[config.mk]
export PLATFORM = sky130hd
export DESIGN_NAME = rc_serial_frame_packer_unit
export DESIGN_NICKNAME = d
export VERILOG_FILES = /design/src/hw/rtl/rsfp_pkg.sv /design/src/hw/rtl/rc_serial_frame_packer_unit.sv
export SDC_FILE = /design/constraint.sdc
export NUM_CORES = 1
export LEC_CHECK = 0
export BUFFER_PORTS_ARGS = -buffer_cell sky130_fd_sc_hd__buf_4
export CAP_MARGIN = 20
export CORE_MARGIN = 4
export CORE_UTILIZATION = 30
export CTS_CLUSTER_SIZE = 20
export DETAILED_ROUTE_END_ITERATION = 12
export GPL_TIMING_DRIVEN = 0
export HOLD_SLACK_MARGIN = 0.05
export MAX_ROUTING_LAYER = met4
export SYNTH_ARGS = -nofsm -noshare
export SYNTH_HDL_FRONTEND = slang
export SYNTH_SLANG_ARGS = --single-unit
[constraint.sdc]
create_clock -name clock -period 10.18 [get_ports clock]
set_input_delay 1.018 -clock clock [delete_from_list [all_inputs] [get_ports clock]]
set_output_delay 1.018 -clock clock [all_outputs]
set_load 0.03 [all_outputs]
[src/hw/rtl/rsfp_pkg.sv]
// Package for the serial frame packer: frame constants, register indexes and
// the configuration register type. It depends on nothing else.
`default_nettype none

package rsfp_pkg;

   localparam int CHAN_CNT_W = 4;
   localparam int CHANNEL_BITS = 11;
   localparam int QUEUE_DEPTH = 5;

   localparam logic [7:0] START_LOW_TYPES = 8'h55;
   localparam logic [7:0] START_HIGH_TYPES = 8'h54;
   localparam logic [10:0] CHANNEL_MAX = 11'd2047;
   localparam logic signed [13:0] CHANNEL_MID = 14'sd1024;
   // Reciprocal of five scaled by two to the eighteenth, exact for the scaled range.
   localparam logic [15:0] RECIP_FIVE = 16'd52429;
   localparam int RECIP_SHIFT = 18;

   typedef enum logic [2:0] {
      CSR_PROTO_TYPE   = 3'd0,
      CSR_BIND_REQUEST = 3'd1,
      CSR_RANGE_CHECK  = 3'd2,
      CSR_AUTOBIND_BIT = 3'd3,
      CSR_SUB_TYPE     = 3'd4,
      CSR_MODEL_NUMBER = 3'd5,
      CSR_LOW_POWER    = 3'd6,
      CSR_OPTION_BYTE  = 3'd7
   } csr_index_type;

   typedef struct packed {
      logic [5:0] proto_type;
      logic       bind_request;
      logic       range_check;
      logic       autobind_bit;
      logic [2:0] sub_type;
      logic [3:0] model_number;
      logic       low_power;
      logic [7:0] option_byte;
   } cfg_type;

endpackage

`default_nettype wire

[src/hw/rtl/rc_serial_frame_packer_unit.sv]
// Top level of the serial frame packer: input register, channel scaling,
// bit packing and an output byte queue. It depends on rsfp_pkg.
`default_nettype none

// Each accepted channel sample is converted to an 11-bit value and packed LSB
// first into frame bytes; the first channel of a frame is preceded by four
// header bytes taken from the configuration registers at that moment. An item
// waits in the input register and then loads one to five bytes into a small
// output queue, which sends one byte per cycle while rsp_tready is high: a
// channel gives one or two bytes, the first channel of a frame five, and a last
// channel whose bits do not end on a byte boundary one more. The byte output
// port sets that rate; the next item is taken while the last queued byte
// leaves, so bytes flow without gaps. The final byte of each frame carries
// rsp_tlast.
module rc_serial_frame_packer_unit #(
   parameter int NUM_CHANNELS = 16
) (
   input  wire logic                   clock,
   input  wire logic                   reset,
   input  wire logic                   req_tvalid,
   output logic                        req_tready,
   // Bits 11:0 channel_value, bits 21:12 center_offset, bits 23:22 zero.
   input  wire logic [23:0]            req_tdata,
   output logic                        rsp_tvalid,
   input  wire logic                   rsp_tready,
   // Bits 7:0 out_byte.
   output logic [7:0]                  rsp_tdata,
   output logic                        rsp_tlast,
   input  wire logic                   csr_valid,
   output logic                        csr_ready,
   input  wire rsfp_pkg::csr_index_type csr_index,
   input  wire logic [7:0]             csr_data
);
   import rsfp_pkg::*;

   cfg_type cfg_ff;

   logic                     a_valid_ff;
   logic signed [11:0]       a_chan_ff;
   logic signed [9:0]        a_off_ff;

   logic [CHAN_CNT_W-1:0]    chan_cnt_ff, chan_cnt_in;
   logic [6:0]               acc_ff, acc_in;
   logic [2:0]               held_ff, held_in;

   logic [7:0]               q_ff [QUEUE_DEPTH];
   logic [7:0]               q_in [QUEUE_DEPTH];
   logic [2:0]               cnt_ff, cnt_in;
   logic                     end_ff;

   logic signed [12:0]       sum;
   logic [12:0]              abs13;
   logic [13:0]              times4;
   logic [29:0]              product;
   logic [11:0]              quot;
   logic signed [13:0]       q_s;
   logic signed [13:0]       scaled;
   logic signed [13:0]       biased;
   logic [10:0]              value;
   logic [17:0]              packed_bits;
   logic [4:0]               new_bits;
   logic                     two_full;
   logic                     last;
   logic                     hdr;
   logic [2:0]               data_cnt;
   logic [7:0]               h0, h1, h2, h3;
   logic                     load;
   logic                     rsp_fire;

   assign csr_ready = 1'b1;

   always_ff @(posedge clock) begin
      if (reset) begin
         cfg_ff <= '0;
      end else if (csr_valid) begin
         case (csr_index)
            CSR_PROTO_TYPE:   cfg_ff.proto_type <= csr_data[5:0];
            CSR_BIND_REQUEST: cfg_ff.bind_request <= csr_data[0];
            CSR_RANGE_CHECK:  cfg_ff.range_check <= csr_data[0];
            CSR_AUTOBIND_BIT: cfg_ff.autobind_bit <= csr_data[0];
            CSR_SUB_TYPE:     cfg_ff.sub_type <= csr_data[2:0];
            CSR_MODEL_NUMBER: cfg_ff.model_number <= csr_data[3:0];
            CSR_LOW_POWER:    cfg_ff.low_power <= csr_data[0];
            CSR_OPTION_BYTE:  cfg_ff.option_byte <= csr_data;
            default: ;
         endcase
      end
   end

   assign rsp_tvalid = (cnt_ff != 3'd0);
   assign rsp_tdata  = q_ff[0];
   assign rsp_tlast  = end_ff && (cnt_ff == 3'd1);
   assign rsp_fire   = rsp_tvalid && rsp_tready;
   assign load       = a_valid_ff && ((cnt_ff == 3'd0) || ((cnt_ff == 3'd1) && rsp_tready));
   assign req_tready = !a_valid_ff || load;

   always_ff @(posedge clock) begin
      if (reset) begin
         a_valid_ff <= 1'b0;
      end else if (req_tready) begin
         a_valid_ff <= req_tvalid;
      end
   end

   always_ff @(posedge clock) begin
      if (req_tvalid && req_tready) begin
         a_chan_ff <= $signed(req_tdata[11:0]);
         a_off_ff  <= $signed(req_tdata[21:12]);
      end
   end

   // Channel scaling: sample plus twice the offset, times 4/5 toward zero, plus 1024, clamped to 0..2047.
   always_comb begin
      sum     = $signed({a_chan_ff[11], a_chan_ff})
              + $signed({{2{a_off_ff[9]}}, a_off_ff, 1'b0});
      abs13   = sum[12] ? (~sum + 13'd1) : sum;
      times4  = {abs13[11:0], 2'b00};
      product = 30'(times4) * 30'(RECIP_FIVE);
      quot    = product[29:RECIP_SHIFT];
      q_s     = $signed({2'b00, quot});
      scaled  = sum[12] ? -q_s : q_s;
      biased  = scaled + CHANNEL_MID;
      if (biased < 14'sd0) begin
         value = 11'd0;
      end else if (biased > $signed({3'b000, CHANNEL_MAX})) begin
         value = CHANNEL_MAX;
      end else begin
         value = biased[10:0];
      end
   end

   always_comb begin
      h0 = cfg_ff.proto_type[5] ? START_HIGH_TYPES : START_LOW_TYPES;
      h1 = {cfg_ff.bind_request, cfg_ff.autobind_bit,
            !cfg_ff.bind_request && cfg_ff.range_check, cfg_ff.proto_type[4:0]};
      h2 = {cfg_ff.low_power, cfg_ff.sub_type, cfg_ff.model_number};
      h3 = cfg_ff.option_byte;
   end

   always_comb begin
      hdr         = (chan_cnt_ff == '0);
      last        = (chan_cnt_ff == CHAN_CNT_W'(NUM_CHANNELS - 1));
      packed_bits = (18'(value) << held_ff) | {11'd0, acc_ff};
      new_bits    = {2'b00, held_ff} + 5'(CHANNEL_BITS);
      two_full    = new_bits[4];
      if (two_full) begin
         data_cnt = (last && (new_bits != 5'd16)) ? 3'd3 : 3'd2;
      end else begin
         data_cnt = last ? 3'd2 : 3'd1;
      end

      if (last) begin
         chan_cnt_in = '0;
         acc_in      = '0;
         held_in     = '0;
      end else begin
         chan_cnt_in = chan_cnt_ff + CHAN_CNT_W'(1);
         acc_in      = two_full ? {5'd0, packed_bits[17:16]} : packed_bits[14:8];
         held_in     = new_bits[2:0];
      end
   end

   always_comb begin
      q_in   = q_ff;
      cnt_in = cnt_ff;
      if (load) begin
         if (hdr) begin
            q_in[0] = h0;
            q_in[1] = h1;
            q_in[2] = h2;
            q_in[3] = h3;
            q_in[4] = packed_bits[7:0];
            cnt_in  = 3'(QUEUE_DEPTH);
         end else begin
            q_in[0] = packed_bits[7:0];
            q_in[1] = packed_bits[15:8];
            q_in[2] = {6'd0, packed_bits[17:16]};
            cnt_in  = data_cnt;
         end
      end else if (rsp_fire) begin
         for (int i = 0; i < QUEUE_DEPTH - 1; i++) begin
            q_in[i] = q_ff[i + 1];
         end
         cnt_in = cnt_ff - 3'd1;
      end
   end

   always_ff @(posedge clock) begin
      if (reset) begin
         cnt_ff      <= 3'd0;
         end_ff      <= 1'b0;
         chan_cnt_ff <= '0;
         acc_ff      <= '0;
         held_ff     <= '0;
      end else begin
         cnt_ff <= cnt_in;
         if (load) begin
            end_ff      <= last;
            chan_cnt_ff <= chan_cnt_in;
            acc_ff      <= acc_in;
            held_ff     <= held_in;
         end
      end
   end

   always_ff @(posedge clock) begin
      q_ff <= q_in;
   end

endmodule

`default_nettype wire

==> results.py, run 1 <==
metrics = {
    "cells_and_area": {
        "n_fill_cell": 3165,
        "finalNetCount": 1276,
        "area_growth_pct": 15.0,
        "drive_gt1_share_pct": 13.4,
        "design_area_mm2": 0.0107,
        "diodes": 0,
    },
    "global_routing": {
        "use_met1_pct": 19.8,
        "antenna_found_initial": 0,
        "grt_usage_pct": 14.1,
        "grt_max_degree": 25,
        "grt_overflow": 0,
        "grt_pass1_wl_mm": 37.9,
        "grt_pass1_vias": 7423,
        "grtUsageMet3_pct": 2.06,
        "grt_use_met2_pct": 21.6,
        "top_usage_layer": "met2",
    },
    "place": {
        "gp_congestion": 0.897,
        "io_buffers": 45,
        "dpl_cell_area_mm2": 0.0101,
        "place_hpwl_mm": 18.5,
    },
    "timing": {
        "tns_ns": 0,
        "worstMarginPinSlew_ns": 0.955,
        "hold_viol_final": 0,
        "fmaxAchievable_mhz": 103,
        "period_needed_ns": 9.67,
        "period_share_pct": 95.0,
        "slew_viol_final": 0,
        "setup_violations": 0,
        "max_slew_margin_pct": 36.2,
        "skew_ns": 0.0205,
        "rsz0062_at_grt": "no",
        "holdWs_ns": 0.457,
    },
    "synth": {
        "synth_edf_count": 62,
        "seq_area_frac_synth_pct": 29.5,
        "synth.most_common_cell": "inv_1",
        "syn_area_mm2": 0.00929,
        "yosys.cell_types.count": 87,
        "synthesis.nets": 1210,
        "synthFlopType": "edfxtp_1",
        "synth.avg_cell_area_um2": 9.04,
        "synth_top_area_cell": "edfxtp_1",
        "ys_warn_count": 0,
        "yosys-top-cells-area": "edfxtp_1 (20%), ha_1 (13%), dfxtp_1 (9.5%)",
        "yosys-top-cells-count": "inv_1 (124), nand2_1 (108), ha_1 (99)",
        "syn_inst": 1028,
        "synth_top_area_share_pct": 20.0,
        "async_reset_ff_share_pct": 0,
        "ys_ff_latch": 106,
    },
    "floorplan": {
        "chipHeight_um": 184,
        "core_mm2": 0.0306,
        "start_util_pct": 30.4,
        "rows": 64,
        "die-area_mm2": 0.0339,
        "chipWidth_um": 184,
        "io_pins": 52,
    },
    "setup_path": {
        "cp_slowest_cell": "fa_1",
        "cp-end-kind": "register",
        "arrival_ns": 9.76,
        "max_stage_delay_ns": 0.55,
        "crit_type": "register to register",
        "startpoint_type": "register",
        "crit_fanout": 10,
        "r2r_slack_ns": 0.51,
        "required_ns": 10.27,
        "worstSetupStartpoint": "a_chan_ff[2]$_DFFE_PP_",
        "worstReg2RegStart": "a_chan_ff[2]$_DFFE_PP_",
    },
    "detailed_routing": {
        "first_iter_violations": 558,
        "drt-wirelength-per-cell_um": 15.2,
        "ant_nets": 0,
        "route.detailed.drc": 0,
        "firstDrtPassIters": 5,
        "vias": 7476,
        "routed_via_density": 5.00,
        "drt_wl_total_mm": 22.7,
    },
    "clock_network": {
        "clk_path_buf_depth": 2,
        "cts_buffers": 9,
        "cts_tree": "done",
        "cts_max_level": 3,
        "insertion_delay_ns": 0.36,
        "root_buffer": "clkbuf_16",
        "cts_sinks": 106,
        "holdBufCountCts": 0,
        "path_clk_slew_ns": 0.07,
    },
    "run_status": {
        "status": "completed",
    },
    "job": {
        "max-cap-violations": 0,
    },
    "worst_hold_path": {
        "hp-start": "acc_ff[3]$_SDFFE_PP0P_",
        "min_path_type": "register to register",
    },
}
==> state kept, by name (all words and copies together) (netlist names), 3 cells and up <==
name	flops
acc_ff	7
rsp_tdata	8
a_off_ff	10
cnt_ff	3
a_chan_ff	12
h3	8
chan_cnt_ff	4
q_ff	32
held_ff	3
cfg_ff	17
==> final timing paths <==
check,depth (start not counted),endpoint
setup / recovery,37,q_ff[28]$_DFFE_PP_
hold / removal,2,acc_ff[3]$_SDFFE_PP0P_
setup reg to reg,37,q_ff[28]$_DFFE_PP_
hold reg to reg,2,acc_ff[3]$_SDFFE_PP0P_
==> final cells by class <==
cell class              count  area [um^2]  area share (%)
multi-input cells         751         6030            56.5
repair buffers             55          408            3.82
clock inverters             5         48.8           0.457
clock buffers              11          254            2.38
flip-flops and latches    106         2740            25.7
well taps                 396          495            4.64
plain buffers              45          229            2.14
inverters                 126          473            4.43
==> logic make-up after synthesis <==
logic type / Yosys count / synth area share [%]
simple gates: 305 / 15.5
compound gates: 229 / 16.8
buf+inv: 171 / 7.45
fa+ha+maj: 142 / 22.6
flops: 106 / 29.5
xor+xnor: 40 / 3.85
mux: 34 / 4.26
other cells: 1 / 0.0404
==> through the flow <==
step | setup slack, ns | instances | util [%]
after detailed placement | -0.514 | 1469 | 33.1
after global placement | -0.401 | 1469 | 33.1
after CTS | 0.0394 | 1487 | 34.2
after global routing | 0.0168 | 1495 | 34.9
final | 0.510 | 1495 | 34.9
after floorplan | 1.14 | 1028 | -
==> layout by cell type (no fill, tap or decap), types with 26 or more instances in the layout <==
cell type,count
clkbuf_1,26
dfxtp_1,44
buf_4,64
ha_1,97
o21ai_0,33
nand2_1,107
nand3_1,35
mux2i_1,26
a21oi_1,59
fa_1,43
nor2_1,71
edfxtp_1,62
inv_1,124
==> per-layer routing <==
layer	wire, um	part of all wire [%]
met2	10300	45
met3	976	4.3
met1	11200	49
met4	250	1.1
met5	0	0
==> critical path: cells and delay by family (launching register included) <==
| kind | cells | cell delay (ns) |
|---|---|---|
| and+or+nand+nor | 5 | 0.76 |
| adders and majority gates | 9 | 3.31 |
| AOI/OAI and AO/OA | 13 | 3.28 |
| xor gates and xnor gates | 2 | 0.55 |
| DFF | 1 | 0.42 |
| buffers and inverters | 8 | 1.07 |
==> what timing repair did <==
| item | in CTS | in global routing |
|---|---|---|
| pin swaps | 1 | 8 |
| gates resized for setup | 5 | 40 |
| buffers inserted | 2 | 7 |
| setup endpoints to repair | 33 | 33 |
| hold endpoints to repair | 0 | 0 |
Power of run 1 is not shown: default switching activity piles up to over one toggle a cycle in this logic, so the estimate is an artifact.
==> run 2: changes to the inputs <==
Settings changed: ABC_AREA set to 1.
==> results.py, run 2 <==
metrics = {
    "timing": {
        "rsz0062_at_grt": "no",
        "slew_viol_final": 0,
        "setup_violations": 0,
        "period_share_pct": 90.7,
        "skew_ns": 0.0188,
        "period_needed_ns": 9.23,
        "fmaxAchievable_mhz": 108,
        "hold_viol_final": 0,
        "worstMarginPinSlew_ns": 1.04,
        "tns_ns": 0,
        "max_slew_margin_pct": 30.5,
    },
    "setup_path": {
        "worstSetupStartpoint": "a_chan_ff[1]$_DFFE_PP_",
        "crit_end": "rsp_tdata[4]$_DFFE_PP_",
        "timing.critical_path.mode_cell": "nand2_1",
        "crit_fanout": 10,
        "r2r_slack_ns": 0.95,
        "cp_slowest_cell": "fa_1",
        "crit_type": "register to register",
        "worstReg2RegStart": "a_chan_ff[1]$_DFFE_PP_",
        "arrival_ns": 9.35,
        "crit_family": "adder cells",
        "max_stage_delay_ns": 0.54,
        "startpoint_type": "register",
        "r2r-end": "rsp_tdata[4]$_DFFE_PP_",
        "reg2reg_depth": 53,
        "worst-path-stages": 53,
        "critPathBufInv": 8,
        "required_ns": 10.30,
        "cp-end-kind": "register",
    },
    "job": {
        "max-cap-violations": 0,
    },
    "cells_and_area": {
        "regMostFlops": "q_ff",
        "fin_cells": 1708,
        "n_fill_cell": 3267,
        "finalNetCount": 1489,
        "design_area_mm2": 0.0106,
        "final_common_cell": "nand2_1",
        "utilization_pct": 34.3,
        "layout_common_cells": "nand2_1 (298), inv_1 (223), nor2_1 (111)",
        "drive_gt1_share_pct": 9.38,
        "largest_reg_flops": 32,
        "reg_top3": "q_ff (32), cfg_ff (17), a_chan_ff (12)",
        "diodes": 0,
        "area_growth_pct": 12.2,
    },
    "place": {
        "io_buffers": 46,
        "dp_cells": 1692,
        "gp_congestion": 0.898,
        "dpl_cell_area_mm2": 0.0103,
        "place_hpwl_mm": 19.1,
    },
    "synth": {
        "async_reset_ff_share_pct": 0,
        "yosys-top-cells-area": "edfxtp_1 (20%), ha_1 (13%), nand2_1 (12%)",
        "syn_area_mm2": 0.00943,
        "synth_top_area_share_pct": 19.7,
        "seq_area_frac_synth_pct": 29.1,
        "yosys.cell_types.count": 51,
        "ys_warn_count": 0,
        "syn_inst": 1250,
        "synth_top_area_cell": "edfxtp_1",
        "synth.most_common_cell": "nand2_1",
        "synth.avg_cell_area_um2": 7.55,
        "yosys-top-cells-count": "nand2_1 (298), inv_1 (223), nor2_1 (111)",
        "synth_edf_count": 62,
        "synthesis.nets": 1432,
        "synthFlopType": "edfxtp_1",
        "ys_ff_latch": 106,
    },
    "floorplan": {
        "rows": 64,
        "start_util_pct": 30.6,
        "chipWidth_um": 185,
        "core_mm2": 0.0308,
        "die-area_mm2": 0.0343,
        "chipHeight_um": 185,
        "io_pins": 52,
    },
    "detailed_routing": {
        "drt_wl_total_mm": 22.8,
        "routed_via_density": 4.61,
        "drt-wirelength-per-cell_um": 13.4,
        "vias": 7876,
        "first_iter_violations": 498,
        "ant_nets": 0,
        "firstDrtPassIters": 7,
        "route.detailed.drc": 0,
    },
    "global_routing": {
        "grt_overflow": 0,
        "grt_pass1_wl_mm": 37.5,
        "grt_pass1_vias": 7558,
        "grt_usage_pct": 13.9,
        "antenna_found_initial": 0,
        "grt_max_degree": 28,
    },
    "clock_network": {
        "holdBufCountCts": 0,
        "clk_path_buf_depth": 2,
        "cts_buffers": 9,
        "cts_max_level": 3,
        "path_clk_slew_ns": 0.08,
        "cts_sinks": 106,
        "root_buffer": "clkbuf_16",
        "insertion_delay_ns": 0.36,
        "cts_tree": "done",
    },
    "worst_hold_path": {
        "min_path_type": "register to register",
    },
    "run_status": {
        "status": "completed",
    },
}
run 2: worst min-delay path by stage:
stage	from	to	slack (ns)	cells past startpoint
5_1_grt	acc_ff[6]$_SDFFE_PP0P_	acc_ff[6]$_SDFFE_PP0P_	0.47	2
3_3_place_gp	acc_ff[2]$_SDFFE_PP0P_	acc_ff[2]$_SDFFE_PP0P_	0.45	2
2_1_floorplan	acc_ff[2]$_SDFFE_PP0P_	acc_ff[2]$_SDFFE_PP0P_	0.44	2
4_1_cts	acc_ff[6]$_SDFFE_PP0P_	acc_ff[6]$_SDFFE_PP0P_	0.46	2
6_report	acc_ff[6]$_SDFFE_PP0P_	acc_ff[6]$_SDFFE_PP0P_	0.46	2
3_5_place_dp	acc_ff[6]$_SDFFE_PP0P_	acc_ff[6]$_SDFFE_PP0P_	0.45	2
run 2: stage by stage:
stage	hold slack [ns]	worst slack [ns]
2_1_floorplan	0.440	2.22
3_3_place_gp	0.448	0.819
3_5_place_dp	0.452	0.728
4_1_cts	0.463	0.671
5_1_grt	0.475	0.122
6_report	0.459	0.951
run 2: worst min-delay path: cells and delay by family, from the launching register on:
family / cells / cell delay, ns
flip-flops: 1 / 0.31
AND/OR/NAND/NOR: 1 / 0.05
AO/OA/AOI/OAI: 1 / 0.05
run 2: final cells by class:
class	count	area, um^2	share of cell area, %
clock inverter	5	53.8	0.508
inverter	228	856	8.09
sequential	106	2740	25.9
tap	396	495	4.68
timing repair buffer	46	345	3.26
clock buffer	11	254	2.40
multi-input combinational	881	5640	53.3
buffer	35	193	1.82
run 2: kinds of logic (layout without fill, tap and decap cells):
logic type,Yosys count,in the layout,synth area share (%)
flip-flops,106,106,29.1
other,1,1,0.0398
buffers and inverters,263,325,11.1
XOR/XNOR,22,22,2.04
AND/OR/NAND/NOR,570,570,26.1
adder cells (fa/ha/maj),142,142,22.3
AO/OA/AOI/OAI,146,146,9.37
run 2: timing repair:
| action | in CTS | in global routing |
|---|---|---|
| setup buffers | 0 | 0 |
| gates resized for setup | 0 | 3 |
| endpoints found under the setup margin | 0 | 3 |
run 2: layer usage:
metal / wire length, um / share of wire, % / GRT usage (%) / vias to the layer above
li1: - / - / - / 4111
met1: 11600 / 51 / 19.6 / 3629
met2: 10400 / 45 / 21.8 / 120
met3: 646 / 2.8 / 1.51 / 16
met4: 229 / 1.0 / 2.76 / 0
met5: 0 / 0 / - / -
Power of run 2 is left out for the same reason.
==> run 3: changes to the inputs <==
Clock period 10.18 ns to 9.55 ns, I/O delays scaled along.
==> results.py, run 3 (synthesis gave the netlist of run 2 again) <==
metrics = {
    "cells_and_area": {
        "layout_common_cells": "nand2_1 (293), inv_1 (221), nor2_1 (108)",
        "utilization_pct": 34.7,
        "area_growth_pct": 13.4,
        "regMostFlops": "q_ff",
        "n_fill_cell": 3249,
        "finalNetCount": 1493,
        "diodes": 0,
        "drive_gt1_share_pct": 10.9,
        "largest_reg_flops": 32,
        "seqCellArea_mm2": 0.00274,
        "final_common_cell": "nand2_1",
        "reg_top3": "q_ff (32), cfg_ff (17), a_chan_ff (12)",
        "multi_input_area_mm2": 0.00572,
    },
    "setup_path": {
        "startpoint_type": "register",
        "max_stage_delay_ns": 0.55,
        "arrival_ns": 8.97,
        "cp-end-kind": "register",
        "cp_slowest_cell": "fa_1",
        "crit_fanout": 10,
        "r2r-end": "rsp_tdata[4]$_DFFE_PP_",
        "r2r_slack_ns": 0.70,
        "timing.critical_path.mode_cell": "nand2_1",
        "crit_type": "register to register",
        "reg2reg_depth": 52,
        "worstReg2RegStart": "a_chan_ff[1]$_DFFE_PP_",
        "required_ns": 9.67,
    },
    "detailed_routing": {
        "first_iter_violations": 520,
        "dr_wl_met3_um": 641,
        "firstDrtPassIters": 7,
        "route.detailed.drc": 0,
        "drt-wirelength-per-cell_um": 13.4,
        "routed_via_density": 4.63,
        "highest_layer": "met4",
        "drt_wl_total_mm": 22.9,
        "dr_wl_met2_mm": 10.4,
        "vias": 7927,
        "drt-met1-wl_mm": 11.6,
        "ant_nets": 0,
    },
    "place": {
        "io_buffers": 46,
        "place_hpwl_mm": 19.1,
        "gp_congestion": 0.898,
        "post-place-ws_ns": 0.0978,
    },
    "timing": {
        "hold_viol_final": 0,
        "period_share_pct": 92.7,
        "setup_violations": 0,
        "rsz0062_at_grt": "yes",
        "period_needed_ns": 8.85,
        "worstMarginPinSlew_ns": 1.05,
        "fmaxAchievable_mhz": 113,
        "max_slew_margin_pct": 30.0,
        "skew_ns": 0.0188,
        "worst_slack_ns": 0.701,
        "slew_viol_final": 0,
    },
    "worst_hold_path": {
        "holdPathEnd": "acc_ff[6]$_SDFFE_PP0P_",
        "whs_path_depth": 2,
        "min_path_type": "register to register",
        "hp-start": "acc_ff[6]$_SDFFE_PP0P_",
    },
    "global_routing": {
        "grt_pass1_wl_mm": 37.5,
        "antenna_found_initial": 1,
        "grt_max_degree": 28,
        "grt_overflow": 0,
        "grt_usage_pct": 13.9,
        "grt_pass1_vias": 7558,
    },
    "floorplan": {
        "rows": 64,
        "chipWidth_um": 185,
        "start_util_pct": 30.6,
        "chipHeight_um": 185,
        "core_mm2": 0.0308,
        "io_pins": 52,
        "die-area_mm2": 0.0343,
    },
    "job": {
        "max-cap-violations": 0,
    },
    "clock_network": {
        "clk_path_buf_depth": 2,
        "cts_buffers": 9,
        "path_clk_slew_ns": 0.08,
        "cts_max_level": 3,
        "cts_tree": "done",
        "insertion_delay_ns": 0.36,
        "root_buffer": "clkbuf_16",
        "cts_sinks": 106,
    },
    "run_status": {
        "status": "completed",
    },
}
-- run 3: layout make-up --
| class | instances | area share, % |
|---|---|---|
| Buffer | 35 | 1.85 |
| Clock buffer | 11 | 2.38 |
| Clock inverter | 5 | 0.503 |
| Inverter | 228 | 8.00 |
| Multi-Input combinational cell | 881 | 53.5 |
| Sequential cell | 106 | 25.7 |
| Tap cell | 396 | 4.63 |
| Timing Repair Buffer | 50 | 3.51 |
-- run 3: worst max path at each step --
stage	from	endpoint	slack (ns)
CTS	a_chan_ff[3]$_DFFE_PP_	rsp_tdata[4]$_DFFE_PP_	0.04
floorplan	a_chan_ff[1]$_DFFE_PP_	rsp_tdata[4]$_DFFE_PP_	1.59
finish	a_chan_ff[1]$_DFFE_PP_	rsp_tdata[4]$_DFFE_PP_	0.70
global route	a_chan_ff[1]$_DFFE_PP_	rsp_tdata[4]$_DFFE_PP_	-0.04
global placement	a_chan_ff[3]$_DFFE_PP_	rsp_tdata[4]$_DFFE_PP_	0.19
detailed placement	a_chan_ff[3]$_DFFE_PP_	rsp_tdata[4]$_DFFE_PP_	0.1
-- run 3: critical path: cells and delay by family, from the launching register on --
family / cells / cell delay, ns
and+or+nand+nor: 29 / 2.88
adders and majority gates: 9 / 3.49
buffers and inverters: 6 / 0.48
xor gates and xnor gates: 2 / 0.44
AOI/OAI and AO/OA: 6 / 0.98
DFF: 1 / 0.37
-- run 3: metal layers --
| metal | vias up | global-route usage (%) |
|---|---|---|
| li1 | 4122 | - |
| met1 | 3656 | 19.6 |
| met2 | 133 | 21.8 |
| met3 | 16 | 1.51 |
| met4 | 0 | 2.76 |
| met5 | - | - |
-- run 3: repair_timing --
action,4_1_cts,5_1_grt
hold buffers,0,0
gates resized for setup,0,29
setup endpoints to repair,0,33
endpoints found under the hold margin,0,0
setup buffers,0,4
-- run 3: per-stage QoR --
step,setup TNS (ns),cells,area [um^2],hold slack [ns]
3_3_place_gp,0,1692,10300,0.448
4_1_cts,0,1708,10600,0.463
2_1_floorplan,0,1250,9430,0.440
6_report,0,1712,10700,0.459
3_5_place_dp,0,1692,10300,0.452
5_1_grt,-0.0613,1712,10700,0.475
Power of run 3 is left out for the same reason.
